File: config.mk
export PLATFORM = sky130hd
export DESIGN_NAME = footswitch_gesture_detector
export DESIGN_NICKNAME = d
export VERILOG_FILES = /design/src/rtl/core/fsg_pkg.sv /design/src/rtl/core/footswitch_gesture_detector.sv
export SDC_FILE = /design/constraint.sdc
export NUM_CORES = 2
export LEC_CHECK = 0
export ABC_AREA = 0
export BUFFER_PORTS_ARGS = -buffer_cell sky130_fd_sc_hd__buf_2
export CAP_MARGIN = 20
export CORE_MARGIN = 10
export CORE_UTILIZATION = 50
export DETAILED_ROUTE_END_ITERATION = 12
export PLACE_DENSITY = 0.66
export SLEW_MARGIN = 30
export SYNTH_ARGS = -nofsm -noshare
export SYNTH_HDL_FRONTEND = slang
export SYNTH_SLANG_ARGS = --single-unit
File: constraint.sdc
create_clock -name clk -period 48.8 [get_ports clk]
set_input_delay 0 -clock clk [delete_from_list [all_inputs] [get_ports clk]]
set_output_delay 0 -clock clk [all_outputs]
set_load 0.02 [all_outputs]
File: src/rtl/core/fsg_pkg.sv
// ----------------------------------------------------------------------------
// fsg_pkg
// Shared constants for the footswitch gesture detector: default widths,
// register indexes, reset values and result bit positions.
// ----------------------------------------------------------------------------
package fsg_pkg;

  localparam int TIMER_WIDTH_DEF  = 32;
  localparam int FILTER_WIDTH_DEF = 16;

  localparam int COEFF_W = 16;
  localparam int MS_W    = 16;
  localparam int DT_W    = 16;
  // ms * 1000 fits in 26 bits for a 16-bit ms value
  localparam int US_W    = 26;
  localparam int US_PER_MS = 1000;

  localparam int CFG_ADDR_W = 2;
  localparam int CFG_DATA_W = 16;
  localparam logic [CFG_ADDR_W-1:0] REG_DEBOUNCE_COEFF = 2'd0;
  localparam logic [CFG_ADDR_W-1:0] REG_HOLD_MS        = 2'd1;
  localparam logic [CFG_ADDR_W-1:0] REG_BOTH_MS        = 2'd2;

  localparam logic [COEFF_W-1:0] COEFF_RST   = 16'd6237;
  localparam logic [US_W-1:0]    HOLD_US_RST = 26'd500000;
  localparam logic [US_W-1:0]    BOTH_US_RST = 26'd300000;

  localparam int IN_TDATA_W  = 24;
  localparam int OUT_TDATA_W = 16;

  // result bit positions in out_tdata
  localparam int OB_FIRST_TAP      = 0;
  localparam int OB_FIRST_HOLD     = 1;
  localparam int OB_SECOND_TAP     = 2;
  localparam int OB_SECOND_HOLD    = 3;
  localparam int OB_GESTURE_START  = 4;
  localparam int OB_GESTURE_END    = 5;
  localparam int OB_GESTURE_ACTIVE = 6;
  localparam int OB_FIRST_PRESSED  = 7;
  localparam int OB_SECOND_PRESSED = 8;
  localparam int OUT_FIELDS        = 9;

endpackage

File: src/rtl/core/footswitch_gesture_detector.sv
// ----------------------------------------------------------------------------
// footswitch_gesture_detector
// Two-switch debounce with tap, hold and both-held gesture reporting.
// ----------------------------------------------------------------------------
// One item per tick, one result item per tick. An item is registered on
// entry in the input register, processed by the integrator multiply,
// thresholds, timers and gesture logic as it leaves that register, and lands
// in the result register, which drives out_tvalid; one item per clock
// sustained while out_tready stays high. The integrator multiply (coefficient
// by level error, one per switch) sets the critical path. hold_ms and both_ms
// are converted to microseconds as they are written.
module footswitch_gesture_detector #(
  parameter int TIMER_WIDTH  = fsg_pkg::TIMER_WIDTH_DEF,
  parameter int FILTER_WIDTH = fsg_pkg::FILTER_WIDTH_DEF
) (
  input  logic                                clk,
  input  logic                                rst_n,
  input  logic                                in_tvalid,
  output logic                                in_tready,
  // [0] raw_first, [1] raw_second, [17:2] dt_us, rest zero
  input  logic [fsg_pkg::IN_TDATA_W-1:0]      in_tdata,
  output logic                                out_tvalid,
  input  logic                                out_tready,
  // [0] first_tap, [1] first_hold, [2] second_tap, [3] second_hold,
  // [4] gesture_start, [5] gesture_end, [6] gesture_active,
  // [7] first_pressed, [8] second_pressed, rest zero
  output logic [fsg_pkg::OUT_TDATA_W-1:0]     out_tdata,
  input  logic                                cfg_we,
  input  logic [fsg_pkg::CFG_ADDR_W-1:0]      cfg_addr,
  input  logic [fsg_pkg::CFG_DATA_W-1:0]      cfg_wdata
);

  localparam int FW     = FILTER_WIDTH;
  localparam int TW     = TIMER_WIDTH;
  localparam int PW     = FW + fsg_pkg::COEFF_W;
  localparam int CW     = (TW > fsg_pkg::US_W) ? TW : fsg_pkg::US_W;
  localparam logic [FW-1:0] FULL_SCALE  = {FW{1'b1}};
  localparam logic [FW-1:0] PRESS_LEVEL = FW'(3) << (FW - 2);
  localparam logic [FW-1:0] REL_LEVEL   = FW'(1) << (FW - 2);
  localparam logic [TW-1:0] TIMER_MAX   = {TW{1'b1}};
  localparam logic [PW-1:0] ROUND_HALF  = PW'(32768);

  // configuration
  logic [fsg_pkg::COEFF_W-1:0] coeff_r;
  logic [fsg_pkg::US_W-1:0]    hold_us_r;
  logic [fsg_pkg::US_W-1:0]    both_us_r;
  logic [fsg_pkg::US_W-1:0]    cfg_us;

  assign cfg_us = fsg_pkg::US_W'(cfg_wdata) * fsg_pkg::US_W'(fsg_pkg::US_PER_MS);

  always_ff @(posedge clk) begin
    if (!rst_n) begin
      coeff_r   <= fsg_pkg::COEFF_RST;
      hold_us_r <= fsg_pkg::HOLD_US_RST;
      both_us_r <= fsg_pkg::BOTH_US_RST;
    end else if (cfg_we) begin
      unique case (cfg_addr)
        fsg_pkg::REG_DEBOUNCE_COEFF: coeff_r   <= cfg_wdata;
        fsg_pkg::REG_HOLD_MS:        hold_us_r <= cfg_us;
        fsg_pkg::REG_BOTH_MS:        both_us_r <= cfg_us;
        default: ;
      endcase
    end
  end

  // handshake: input register then result register
  logic                            s1_valid_r;
  logic [1:0]                      s1_raw_r;
  logic [fsg_pkg::DT_W-1:0]        s1_dt_r;
  logic                            out_valid_r;
  logic [fsg_pkg::OUT_FIELDS-1:0]  out_bits_r;
  logic                            adv;
  logic                            in_acc;

  assign adv       = !out_valid_r || out_tready;
  assign in_tready = !s1_valid_r || adv;
  assign in_acc    = in_tvalid && in_tready;

  always_ff @(posedge clk) begin
    if (!rst_n) begin
      s1_valid_r  <= 1'b0;
      out_valid_r <= 1'b0;
    end else begin
      if (in_tready) s1_valid_r <= in_tvalid;
      if (adv) out_valid_r <= s1_valid_r;
    end
  end

  always_ff @(posedge clk) begin
    if (in_acc) begin
      s1_raw_r <= in_tdata[1:0];
      s1_dt_r  <= in_tdata[2 +: fsg_pkg::DT_W];
    end
  end

  // state
  logic [FW-1:0] level_r [2];
  logic [1:0]    pressed_r;
  logic [TW-1:0] held_r [2];
  logic [1:0]    hold_done_r;
  logic [1:0]    used_r;
  logic          gest_run_r;
  logic [TW-1:0] gest_time_r;

  logic [FW-1:0] level_nxt [2];
  logic [1:0]    pressed_nxt;
  logic [TW-1:0] held_nxt [2];
  logic [1:0]    hold_done_nxt;
  logic [1:0]    used_nxt;
  logic          gest_run_nxt;
  logic [TW-1:0] gest_time_nxt;
  logic [fsg_pkg::OUT_FIELDS-1:0] out_bits_nxt;

  function automatic logic [TW-1:0] sat_add(input logic [TW-1:0] t,
                                            input logic [fsg_pkg::DT_W-1:0] dt);
    logic [TW:0] s;
    s = {1'b0, t} + (TW+1)'(dt);
    return s[TW] ? TIMER_MAX : s[TW-1:0];
  endfunction

  always_comb begin
    logic [FW-1:0] lvl;
    logic [FW-1:0] tgt;
    logic [FW-1:0] diff;
    logic [PW-1:0] prod;
    logic [FW-1:0] mag;
    logic          up;
    logic          p;
    logic [1:0]    tap;
    logic [1:0]    hold;
    logic          g_start;
    logic          g_end;

    tap     = 2'b00;
    hold    = 2'b00;
    g_start = 1'b0;
    g_end   = 1'b0;
    hold_done_nxt = hold_done_r;
    used_nxt      = used_r;
    gest_run_nxt  = gest_run_r;

    for (int k = 0; k < 2; k++) begin
      lvl  = level_r[k];
      tgt  = s1_raw_r[k] ? FULL_SCALE : '0;
      up   = tgt >= lvl;
      diff = up ? (tgt - lvl) : (lvl - tgt);
      prod = PW'(coeff_r) * PW'(diff) + ROUND_HALF;
      mag  = prod[PW-1:fsg_pkg::COEFF_W];
      level_nxt[k] = up ? (lvl + mag) : (lvl - mag);
      p = pressed_r[k];
      if (!p && level_nxt[k] > PRESS_LEVEL) p = 1'b1;
      if (p && level_nxt[k] < REL_LEVEL) p = 1'b0;
      pressed_nxt[k] = p;
      held_nxt[k]    = p ? sat_add(held_r[k], s1_dt_r) : '0;
    end

    if (pressed_nxt[0] && pressed_nxt[1]) begin
      gest_time_nxt = sat_add(gest_time_r, s1_dt_r);
      if (!gest_run_r && CW'(gest_time_nxt) >= CW'(both_us_r)) begin
        gest_run_nxt  = 1'b1;
        g_start       = 1'b1;
        used_nxt      = 2'b11;
        hold_done_nxt = 2'b11;
      end
    end else begin
      gest_time_nxt = '0;
      if (gest_run_r && !pressed_nxt[0] && !pressed_nxt[1]) begin
        gest_run_nxt = 1'b0;
        g_end        = 1'b1;
      end
    end

    for (int k = 0; k < 2; k++) begin
      if (pressed_nxt[k] && !hold_done_nxt[k] && CW'(held_nxt[k]) >= CW'(hold_us_r)) begin
        hold_done_nxt[k] = 1'b1;
        if (!gest_run_nxt && !used_nxt[k]) hold[k] = 1'b1;
      end
      if (pressed_r[k] && !pressed_nxt[k]) begin
        if (!hold_done_nxt[k] && !gest_run_nxt && !used_nxt[k]) tap[k] = 1'b1;
        used_nxt[k]      = 1'b0;
        hold_done_nxt[k] = 1'b0;
      end
    end

    out_bits_nxt = '0;
    out_bits_nxt[fsg_pkg::OB_FIRST_TAP]      = tap[0];
    out_bits_nxt[fsg_pkg::OB_FIRST_HOLD]     = hold[0];
    out_bits_nxt[fsg_pkg::OB_SECOND_TAP]     = tap[1];
    out_bits_nxt[fsg_pkg::OB_SECOND_HOLD]    = hold[1];
    out_bits_nxt[fsg_pkg::OB_GESTURE_START]  = g_start;
    out_bits_nxt[fsg_pkg::OB_GESTURE_END]    = g_end;
    out_bits_nxt[fsg_pkg::OB_GESTURE_ACTIVE] = gest_run_nxt;
    out_bits_nxt[fsg_pkg::OB_FIRST_PRESSED]  = pressed_nxt[0];
    out_bits_nxt[fsg_pkg::OB_SECOND_PRESSED] = pressed_nxt[1];
  end

  logic step;
  assign step = s1_valid_r && adv;

  always_ff @(posedge clk) begin
    if (!rst_n) begin
      level_r[0]  <= '0;
      level_r[1]  <= '0;
      held_r[0]   <= '0;
      held_r[1]   <= '0;
      pressed_r   <= '0;
      hold_done_r <= '0;
      used_r      <= '0;
      gest_run_r  <= 1'b0;
      gest_time_r <= '0;
    end else if (step) begin
      level_r[0]  <= level_nxt[0];
      level_r[1]  <= level_nxt[1];
      held_r[0]   <= held_nxt[0];
      held_r[1]   <= held_nxt[1];
      pressed_r   <= pressed_nxt;
      hold_done_r <= hold_done_nxt;
      used_r      <= used_nxt;
      gest_run_r  <= gest_run_nxt;
      gest_time_r <= gest_time_nxt;
    end
  end

  always_ff @(posedge clk) begin
    if (step) out_bits_r <= out_bits_nxt;
  end

  assign out_tvalid = out_valid_r;
  assign out_tdata  = fsg_pkg::OUT_TDATA_W'(out_bits_r);

endmodule

### Word-level counts from Yosys, hierarchy flattened

Memory sizes are Yosys's and may differ from the RTL's.
Index checks and enable logic that the tools add are counted.

| storage, ports and cells | value |
|---|---|
| bits in registers | 130 |
| memory bits (writable) | 96 |
| input port bits | 47 |
| output and inout port bits | 18 |
| word-level logic and storage cells | 137 |
| memories kept | 2 |

| operators by class | value |
|---|---|
| add/sub/neg operators | 13 |
| $mul | 3 |
| $lt $le $gt $ge | 9 |
| eq/ne operators | 2 |
| muxes and demuxes | 43 |
| bitwise operators | 4 |
| reductions and logical operators | 42 |

Memories:

| name | words | width | read ports | clocked after Yosys merged registers in | wr ports | RTL line | RTL |
|---|---|---|---|---|---|---|---|
| held_r | 2 | 32 | 2 | 0 | 2 | footswitch_gesture_detector.sv:99 | `logic [TW-1:0] held_r [2];` |
| level_r | 2 | 16 | 2 | 0 | 2 | footswitch_gesture_detector.sv:97 | `logic [FW-1:0] level_r [2];` |

Operators by type and width:

| operator | number |
|---|---|
| $mux W32 | 8 |
| $mux W16 | 8 |
| $add A32 B16 Y33 | 3 |
| $ge A32 B26 Y1 | 3 |
| $sub A16 B16 Y16 | 6 |
| $add A32 B16 Y32 const B | 2 |
| $mul A16 B16 Y32 | 2 |
| $add A16 B16 Y16 | 2 |
| $ge A16 B16 Y1 | 2 |
| $gt A16 B16 Y1 const B | 2 |
| $lt A16 B15 Y1 const B | 2 |
| $mul A16 B7 Y23 const B | 1 |
| $mux W1 | 23 |
| $logic_and A1 B1 Y1 | 22 |
| $logic_not A1 Y1 | 14 |
| $mux W2 | 4 |
| $reduce_and A2 Y1 | 3 |
| $or A1 B1 Y1 | 4 |
| $eq A2 B1 Y1 const B | 1 |
| $eq A2 B2 Y1 const B | 1 |
| $logic_not A2 Y1 | 1 |
| $logic_or A1 B1 Y1 | 2 |

### Longest topological paths before layout

| depth | value |
|---|---|
| depth in word-level cells | 22 |
| mapped depth | 73 |

### Least setup slack after synthesis

No wires, ideal clock.

| path | value |
|---|---|
| kind | register to register |
| from | reg s1_raw_r[1] |
| to | reg out_bits_r[3] in the netlist's numbering, data pin |
| library setup time | 0.255 ns |
| arrival time | 15.360 ns |
| data required time | 48.545 ns |
| path slack | 33.185 ns |
| cell stages (with the launch flop) | 71 |
| buffers on the path | 5 |
| period minus slack after synthesis | 15.615 ns |
| cell sequence | edfxtp_1 > inv_1 > ha_1 > buf_4 > nand4_2 > or2_1 > or3_1 > a311o_1 > nand2_1 > clkbuf_1 > a21oi_1 > a31oi_1 > o22ai_1 > a21oi_1 > o22ai_1 > a21oi_1 > o22ai_1 > xor2_1 > (+35 left out) > and2_4 > buf_6 > clkbuf_1 > nor2_1 > ha_1 > a21o_1 > a21o_1 > a21oi_1 > nor2b_1 > o21ai_0 > nand2_1 > a21o_1 > a21oi_1 > o31ai_1 > nand2_1 > a21o_1 > a41oi_1 > and3_1 |

RTL lines:

| element | RTL line | RTL |
|---|---|---|
| from (decl) | footswitch_gesture_detector.sv:68 | `logic [1:0] s1_raw_r;` |
| from (signal assigned) | footswitch_gesture_detector.sv:91 | `s1_raw_r <= in_tdata[1:0];` |
| to (signal assigned) | footswitch_gesture_detector.sv:225 | `if (step) out_bits_r <= out_bits_nxt;` |
| to (decl) | footswitch_gesture_detector.sv:71 | `logic [fsg_pkg::OUT_FIELDS-1:0] out_bits_r;` |

==> results.py <==
metrics = {
    "setup_path": {
        "cp.arrival_ns": 18.48,
        "critPathBufInv": 5,
        "critPathLaunchType": "flip-flop",
        "required_ns": 49.09,
        "critPathMaxStageDelay_ns": 0.76,
        "path_max_fanout": 30,
        "crit_type": "flip-flop to flip-flop",
        "cp_slowest_cell": "xor2_2",
        "endpoint_kind": "flip-flop",
        "cpLargestDelayFamily": "compound AO/OA/AOI/OAI gates",
        "cpMostUsedCell": "a21oi_1",
    },
    "synth": {
        "ys_seq_area_frac": 0.152,
        "synth_area_um2": 37900,
        "synth_edf_count": 123,
        "yosysWarnings": 0,
        "synthDistinctLibCells": 96,
        "synth.largest_area_cell": "fa_1",
        "synth_top_flop_cell": "edfxtp_1",
        "syn_inst": 4410,
        "yosys-top-cells-area": "fa_1 24%, ha_1 16%, edfxtp_1 9.7%",
        "syn_avg_cell_area_um2": 8.59,
        "ys_ff_latch": 226,
        "synth_top_area_frac": 0.237,
        "postSynth.asyncResetShare": 0,
    },
    "floorplanning": {
        "fp.dieH_um": 295,
        "start_util": 0.506,
        "dieArea_um2": 87200,
        "pin_count": 65,
        "die_x_um": 295,
        "std_cell_rows": 100,
        "coreArea_um2": 74800,
    },
    "min_path": {
        "hp-class": "input port to flip-flop",
    },
    "finish": {
        "synthToLayoutAreaGrowth_pct": 6.44,
        "final_common_cell": "inv_1",
        "finalNonFillerCells": 5408,
        "final_cell_mix": "669 x inv_1, 539 x nand2_1, 490 x ha_1",
        "layout-drive-gt1-share": 0.0462,
        "fin_area_um2": 40300,
        "final_nets": 5408,
        "antenna_cells": 0,
    },
    "sta": {
        "fin_crit_sh": 0.373,
        "finalSetupTns_ns": 0,
        "setup_ws_ns": 30.61,
        "slew_headroom": 0.326,
        "setup_viol": 0,
        "post-route-min-period_ns": 18.19,
        "fmax_ghz": 0.0550,
        "slew_violations": 0,
        "hold_viol": 0,
        "worst_clock_skew_ns": 0.0282,
        "max_slew.worst_pin.slew_ns": 1.01,
        "rsz0062_at_grt": "false",
    },
    "clock_network": {
        "cts_hold_buf": 39,
        "h-tree-depth": 1,
        "cts_tree": "built",
        "cts_buffers": 23,
        "ctsResizeCount": 0,
        "clock_latency_ns": 0.56,
        "ctsLongestPathBuffers": 3,
        "post_cts_buffers": 0,
        "clk_root_buffer_cell": "clkbuf_16",
        "path_clk_slew_ns": 0.07,
        "clock_sinks": 226,
    },
    "route": {
        "drc_errors": 0,
        "drtAntennaViolNets": 0,
        "wire_per_inst_um": 17.3,
        "drt_iter0_drc": 1788,
        "totalWireLength_mm": 93.5,
        "first_pass_iters": 5,
        "vias": 29900,
        "routed_via_density": 5.52,
    },
    "placement": {
        "hpwl_mm": 72.6,
        "place_area_um2": 39200,
        "placed_cells": 5327,
        "pre_cts_ws_ns": 30.58,
        "place_congestion": 0.917,
        "port_buffers": 51,
    },
    "run_status": {
        "status": "complete, no violations",
    },
    "global_routing": {
        "grt_pass1_vias": 30600,
        "grt_first_pass_wirelength_mm": 157,
        "grt-ovfl-total": 0,
        "antenna_found_initial": 4,
        "grt_use_total": 0.219,
        "grt_max_degree": 75,
    },
    "job": {
        "drv_cap": 0,
    },
}
worst paths after layout:
path,from,to,slack (ns),cells after the start
worst max-delay path,s1_raw_r[1],out_bits_r[3],30.61,64
worst min-delay path,cfg_addr[0],coeff_r[1],0.04,5
worst max register to register,s1_raw_r[1],out_bits_r[3],30.61,64
worst min register to register,hold_us_r[22],hold_us_r[22],0.46,2
area by class of cell:
type                            count  area [um2]
Clock inverter                     12        87.6
Fill cell                        7053       34500
Multi-Input combinational cell   3350       29000
Tap cell                          969        1210
Sequential cell                   226        5760
Clock buffer                       30         652
Timing Repair Buffer              150        1100
Inverter                          671        2520
worst min-delay path: cells and delay by family:
family,cells,cell delay (ns)
simple gates,2,0.14
compound gates,1,0.06
buf+inv,2,0.35
synth_stat cells, drive strengths merged (22+ instances only):
cell type and n:
and3 43, a21o 78, and2 224, clkbuf 147, nor3 38, nor2 266
nand2 542, edfxtp 123, inv 671, nand3 71, fa 449, o21a 29
nand2b 39, o211ai 35, a22o 26, a21boi 43, buf 22, ha 490
a21oi 238, a31oi 22, o21bai 37, xor2 56, dfxtp 103, xnor2 129
nor2b 87, a211oi 23, nand4 38, o21ai 146
sequential cells by signal (all words and copies together) (netlist names):
signal,cells
both_us_r,23
coeff_r,16
gest_run_r,1
gest_time_r,32
held_r,64
hold_done_r,2
hold_us_r,23
level_r,32
out_bits_r,9
out_tvalid,1
pressed_r,2
s1_dt_r,16
s1_raw_r,2
s1_valid_r,1
used_r,2
routing by layer:
metal / track usage / part of all wire / vias to the layer above
li1: - / - / 14500
met1: 0.289 / 0.45 / 14600
met2: 0.379 / 0.48 / 621
met3: 0.0203 / 0.043 / 143
met4: 0.0645 / 0.032 / 4
met5: 0 / 0.00029 / -
through the flow:
stage / hold slack (ns) / util
2_1_floorplan: 0.0989 / -
3_3_place_gp: 0.177 / 0.524
3_5_place_dp: 0.178 / 0.524
4_1_cts: 0.00632 / 0.539
5_1_grt: 0.0818 / 0.539
6_report: 0.0432 / 0.539
cell families after synthesis:
logic type	after synthesis	synth area share
and+or+nand+nor	1421	0.181
adders and majority gates	939	0.399
muxes	17	0.00466
xor gates and xnor gates	185	0.0430
DFF	226	0.152
buffers and inverters	840	0.0852
other	1	0.0000990
AOI/OAI and AO/OA	781	0.135
Power is left out: the tool's default activity adds up to more than one toggle a clock period on the data nets, which glitch-free logic cannot reach.
